--- config.mk ---
export PLATFORM = sky130hd
export DESIGN_NAME = lcs_cell
export DESIGN_NICKNAME = d
export VERILOG_FILES = /design/src/design/lcs_pkg.sv /design/src/design/lcs_cell.sv
export SDC_FILE = /design/constraint.sdc
export NUM_CORES = 1
export LEC_CHECK = 0
export ABC_AREA = 1
export BUFFER_PORTS_ARGS = -buffer_cell sky130_fd_sc_hd__clkbuf_2
export CAP_MARGIN = 10
export CORE_AREA = 10 10 131 133
export CTS_BUF_LIST = sky130_fd_sc_hd__clkbuf_8
export CTS_CLUSTER_SIZE = 40
export DETAILED_ROUTE_END_ITERATION = 10
export DIE_AREA = 0 0 141 143
export PLACE_DENSITY = 0.67
export SYNTH_ARGS = -nofsm -noshare
export SYNTH_HDL_FRONTEND = slang
export SYNTH_SLANG_ARGS = --single-unit
--- constraint.sdc ---
create_clock -name clk -period 2.7 [get_ports clk]
set_clock_uncertainty 0.2 [all_clocks]
set_input_delay 0.54 -clock clk [delete_from_list [all_inputs] [get_ports clk]]
set_output_delay 0.54 -clock clk [all_outputs]
set_load 0.02 [all_outputs]
--- src/design/lcs_pkg.sv ---
// ----------------------------------------------------------------------------
// lcs_pkg: shared types and codes of the line diff block
// Opcodes, edit kinds, controller states and the per-cell direction record.
// ----------------------------------------------------------------------------
package lcs_pkg;

	localparam int OPCODE_W = 2;
	localparam int KIND_W   = 2;
	localparam int TOKEN_W  = 32;
	localparam int MASK_W   = 2;

	typedef enum logic [OPCODE_W-1:0] {
		OP_APPEND_A = 2'd0,
		OP_APPEND_B = 2'd1,
		OP_RUN      = 2'd2,
		OP_NONE     = 2'd3
	} lcs_op_t;

	typedef enum logic [KIND_W-1:0] {
		KIND_KEPT    = 2'd0,
		KIND_ADDED   = 2'd1,
		KIND_REMOVED = 2'd2
	} lcs_kind_t;

	localparam int MASK_ADDED_BIT   = 0;
	localparam int MASK_REMOVED_BIT = 1;

	typedef enum logic [2:0] {
		ST_IDLE,
		ST_FILL,
		ST_TRACE,
		ST_RD,
		ST_CHK,
		ST_OUT
	} lcs_state_t;

	// decision recorded by a cell for one table entry
	typedef struct packed {
		logic match;
		logic up_gt;
	} lcs_dir_t;

endpackage

--- src/design/lcs_cell.sv ---
// ----------------------------------------------------------------------------
// lcs_cell: one column of the score table
// Holds one token of the second sequence and the running score of its column;
// scores one row per request from its left neighbor and passes the row on.
// ----------------------------------------------------------------------------
module lcs_cell import lcs_pkg::*; #(
	parameter int MAX_LINES = 32,
	parameter int TW        = 32
) (
	input  logic                           clk,
	input  logic                           arst_n,
	input  logic                           clear,
	input  logic                           b_we,
	input  logic [TW-1:0]                  b_data,
	input  logic                           val_in,
	input  logic [TW-1:0]                  tok_in,
	input  logic [$clog2(MAX_LINES)-1:0]   row_in,
	input  logic [$clog2(MAX_LINES+1)-1:0] left_score,
	input  logic [$clog2(MAX_LINES+1)-1:0] left_prev,
	output logic                           val_out,
	output logic [TW-1:0]                  tok_out,
	output logic [$clog2(MAX_LINES)-1:0]   row_out,
	output logic [$clog2(MAX_LINES+1)-1:0] score_out,
	output logic [$clog2(MAX_LINES+1)-1:0] prev_out,
	input  logic [$clog2(MAX_LINES)-1:0]   rd_row,
	output lcs_dir_t                       rd_dir,
	output logic [TW-1:0]                  b_out
);

	localparam int RW = $clog2(MAX_LINES);
	localparam int SW = $clog2(MAX_LINES+1);

	logic          val_q;
	logic [TW-1:0] tok_q;
	logic [RW-1:0] row_q;
	logic [SW-1:0] score_q;
	logic [SW-1:0] prev_q;
	logic [TW-1:0] b_q;
	lcs_dir_t      dir_q [MAX_LINES];

	logic          match;
	logic          up_gt;
	logic [SW-1:0] v;

	always_comb begin
		match = (tok_in == b_q);
		up_gt = (score_q > left_score);
		if (match) begin
			v = left_prev + SW'(1);
		end else if (up_gt) begin
			v = score_q;
		end else begin
			v = left_score;
		end
	end

	always_ff @(posedge clk or negedge arst_n) begin
		if (!arst_n) begin
			val_q   <= 1'b0;
			score_q <= '0;
			prev_q  <= '0;
		end else if (clear) begin
			val_q   <= 1'b0;
			score_q <= '0;
			prev_q  <= '0;
		end else begin
			val_q <= val_in;
			if (val_in) begin
				score_q <= v;
				prev_q  <= score_q;
			end
		end
	end

	always_ff @(posedge clk) begin
		tok_q <= tok_in;
		row_q <= row_in;
		if (b_we) begin
			b_q <= b_data;
		end
		if (val_in) begin
			dir_q[row_in] <= '{match: match, up_gt: up_gt};
		end
	end

	assign val_out   = val_q;
	assign tok_out   = tok_q;
	assign row_out   = row_q;
	assign score_out = score_q;
	assign prev_out  = prev_q;
	assign rd_dir    = dir_q[rd_row];
	assign b_out     = b_q;

endmodule

==> flow_metrics.env <==
export IMPL_status="finished clean"
export IMPL_die_area_mm2=0.0202
export IMPL_place_gp_congestion=0.829
export IMPL_synth_edff_count=96
export IMPL_fmax_mhz=400
export IMPL_dpl_hpwl_um=12300
export IMPL_grt_pass1_wl_um=25400
export IMPL_synth_top_cell_by_area="edfxtp_1"
export IMPL_setup_slack_ns=0.201
export IMPL_worst_pin_slew_ns=0.478
export IMPL_dpl_cell_area_mm2=0.00728
export IMPL_grt_pass1_vias=5145
export IMPL_ys_seq_area_share_pct=64.3
export IMPL_final_core_util_pct=53.7
export IMPL_syn_area_mm2=0.00614
export IMPL_fin_area_mm2=0.00774
export IMPL_dp_slack_ns=0.167
export IMPL_num_rows=44
export IMPL_first_pass_iters=7
export IMPL_clock_latency_ns=0.45
export IMPL_grt_use_total_pct=16.1
export IMPL_layout_nets=923
export IMPL_instances_no_fill=1022
export IMPL_worst_ir_drop_vdd_uv=438
export IMPL_crit_type="input pin to primary output"
export IMPL_antenna_found_initial=0
export IMPL_ys_ff_latch=146
export IMPL_post_route_period_util_pct=92.6
export IMPL_tritoncts="yes"
export IMPL_die_w_um=141
export IMPL_htreeDepth=4
export IMPL_synth_top_area_share_pct=46.9
export IMPL_synth_most_common_cell="nand2_1"
export IMPL_cp_end_kind="primary output"
export IMPL_vias_per_cell=4.67
export IMPL_finalHoldViolations=0
export IMPL_initial_core_util_pct=42.6
export IMPL_start_kind="input pin"
export IMPL_synth_area_top_cells="edfxtp_1 47%, dfxtp_1 12%, nand2_1 9.7%, nor2_1 6.2%, dfrtp_1 5.3%"
export IMPL_synthDistinctLibCells=24
export IMPL_worstPathArrival_ns=1.76
export IMPL_setup_violations=0
export IMPL_cp_max_fo=32
export IMPL_wire_per_inst_um=15.5
export IMPL_n_antenna_cell=0
export IMPL_area_growth_pct=26.0
export IMPL_overflow=0
export IMPL_fp_dieH_um=143
export IMPL_synthTopCellsByCount="159 x nand2_1, 102 x nor2_1, 96 x edfxtp_1"
export IMPL_drt_iter0_markers=253
export IMPL_core_area_mm2=0.0144
export IMPL_drc=0
export IMPL_path_clk_slew_ns=0.09
export IMPL_worstHoldPathCells=1
export IMPL_syn_inst=626
export IMPL_syn_nets=724
export IMPL_ant_nets=0
export IMPL_routed_via_count=4772
export IMPL_port_buffers=174
export IMPL_clkSinkCount=146
export IMPL_yosysWarningCount=0
export IMPL_clockBufferDepth=2
export IMPL_syn_area_per_cell_um2=9.81
export IMPL_io_pins=175
export IMPL_powerDensity_mw_per_mm2=618
export IMPL_cts_made_buffers=17
export IMPL_relSlewSlack_pct=68.0
export IMPL_wirelength_um=15900
export IMPL_hold_ws_ns=0.0291
export IMPL_hold_class="input pin to register"
export IMPL_async_flop_share_pct=8.90
export IMPL_drive_gt1_share_pct=26.1
export IMPL_synth_ff_type="edfxtp_1"
export IMPL_dpl_cell_count=981
export IMPL_static_leakage_power_uw=0.00373
export IMPL_reg2regPathDepth=11
export IMPL_report_final_slew_viol_count=0
export IMPL_cts_root_buf="clkbuf_8"
export IMPL_grt_start_max_net_pins=33
export IMPL_period_minus_slack_ns=2.50
export IMPL_required_ns=1.96
export IMPL_cap_violations=0
sequential cells by signal, summed over array words and instances (netlist names):
register   cells
row_out        5
val_out        1
dir_q         64
tok_out       32
score_out      6
prev_out       6
b_out         32
logic make-up after synthesis:
kind of cell / Yosys count / synth area share [%]
AO/OA/AOI/OAI: 70 / 7.05
XOR/XNOR: 22 / 3.14
adder cells (fa/ha/maj): 7 / 1.43
buffers and inverters: 92 / 5.74
flip-flops: 146 / 64.3
AND/OR/NAND/NOR: 289 / 18.4
where the power goes:
group          switching [uW]  total, uW  leakage, uW  internal, uW
registers                53.4       2530      0.00148          2470
logic                     412        646      0.00205           234
clock network             838       1610     0.000200           776
total                    1300       4790      0.00373          3490
final timing paths:
kind / start / slack [ns] / to
min reg2reg: prev_out[0]$_DFFE_PN0P_ / 0.30 / prev_out[0]$_DFFE_PN0P_
min: tok_in[19] / 0.03 / tok_out[19]$_DFF_P_
max: rd_row[0] / 0.20 / rd_dir[1]
max in group asynchronous: arst_n / 1.73 / val_out$_DFF_PN0_
min in group asynchronous: arst_n / 0.32 / score_out[1]$_DFFE_PN0P_
max reg2reg: score_out[5]$_DFFE_PN0P_ / 0.63 / score_out[0]$_DFFE_PN0P_
layer usage:
metal / part of all wire [%] / up-vias / GRT usage (%)
met3: 11 / 6 / 8.66
li1: - / 2439 / -
met4: 0.82 / 0 / 4.84
met2: 51 / 163 / 28.3
met1: 37 / 2164 / 16.0
met5: 0 / - / 0
per-stage QoR:
| step | total power (uW) | setup TNS, ns |
|---|---|---|
| after floorplan | 2930 | 0 |
| after global placement | 3210 | 0 |
| final | 4790 | 0 |
| after detailed placement | 3220 | 0 |
| after global routing | 5020 | -0.00849 |
| after CTS | 4840 | 0 |
critical path, stage by stage:
cell and delay (ns):
clkbuf_2 0.09, buf_4 0.28, o21ai_0 0.14, o221ai_1 0.22, nand3_1 0.10, nand2_1 0.10, nand2_1 0.06, nand2_1 0.06
clkbuf_2 0.16
cells in the final DEF, fill, tap and decap left out, types with 2 or more instances in the layout:
cell type | netlist | routed
clkinv_2 | 0 | 3
dfxtp_1 | 37 | 37
nor2_1 | 102 | 101
inv_1 | 80 | 81
buf_12 | 0 | 2
nor2_2 | 4 | 5
xnor2_1 | 12 | 12
dlygate4sd3_1 | 0 | 9
a21oi_1 | 2 | 2
a22o_1 | 5 | 5
ha_1 | 7 | 7
xor2_1 | 10 | 10
o21ai_0 | 44 | 44
buf_4 | 0 | 5
o221ai_1 | 12 | 12
clkinvlp_4 | 0 | 2
clkbuf_8 | 0 | 19
inv_4 | 0 | 2
dfrtp_1 | 13 | 13
inv_6 | 0 | 3
nand2_1 | 159 | 159
edfxtp_1 | 96 | 96
clkinv_1 | 2 | 2
nand3_1 | 22 | 22
clkbuf_2 | 0 | 174
o22ai_1 | 4 | 4
layout make-up:
cell class	instances	area, um^2
fill	1334	6680
multi-input combinational	388	1840
inverter	82	312
sequential	146	3950
clock buffer	19	262
timing repair buffer	190	1040
tap	184	230
clock inverter	13	108
repair_timing:
item	CTS	global route
gates resized for setup	0	1
setup buffers	0	0
endpoints found under the setup margin	0	1
hold endpoints to repair	20	1
hold buffers	8	1
Note: power is estimated with default switching activity, not from simulation.
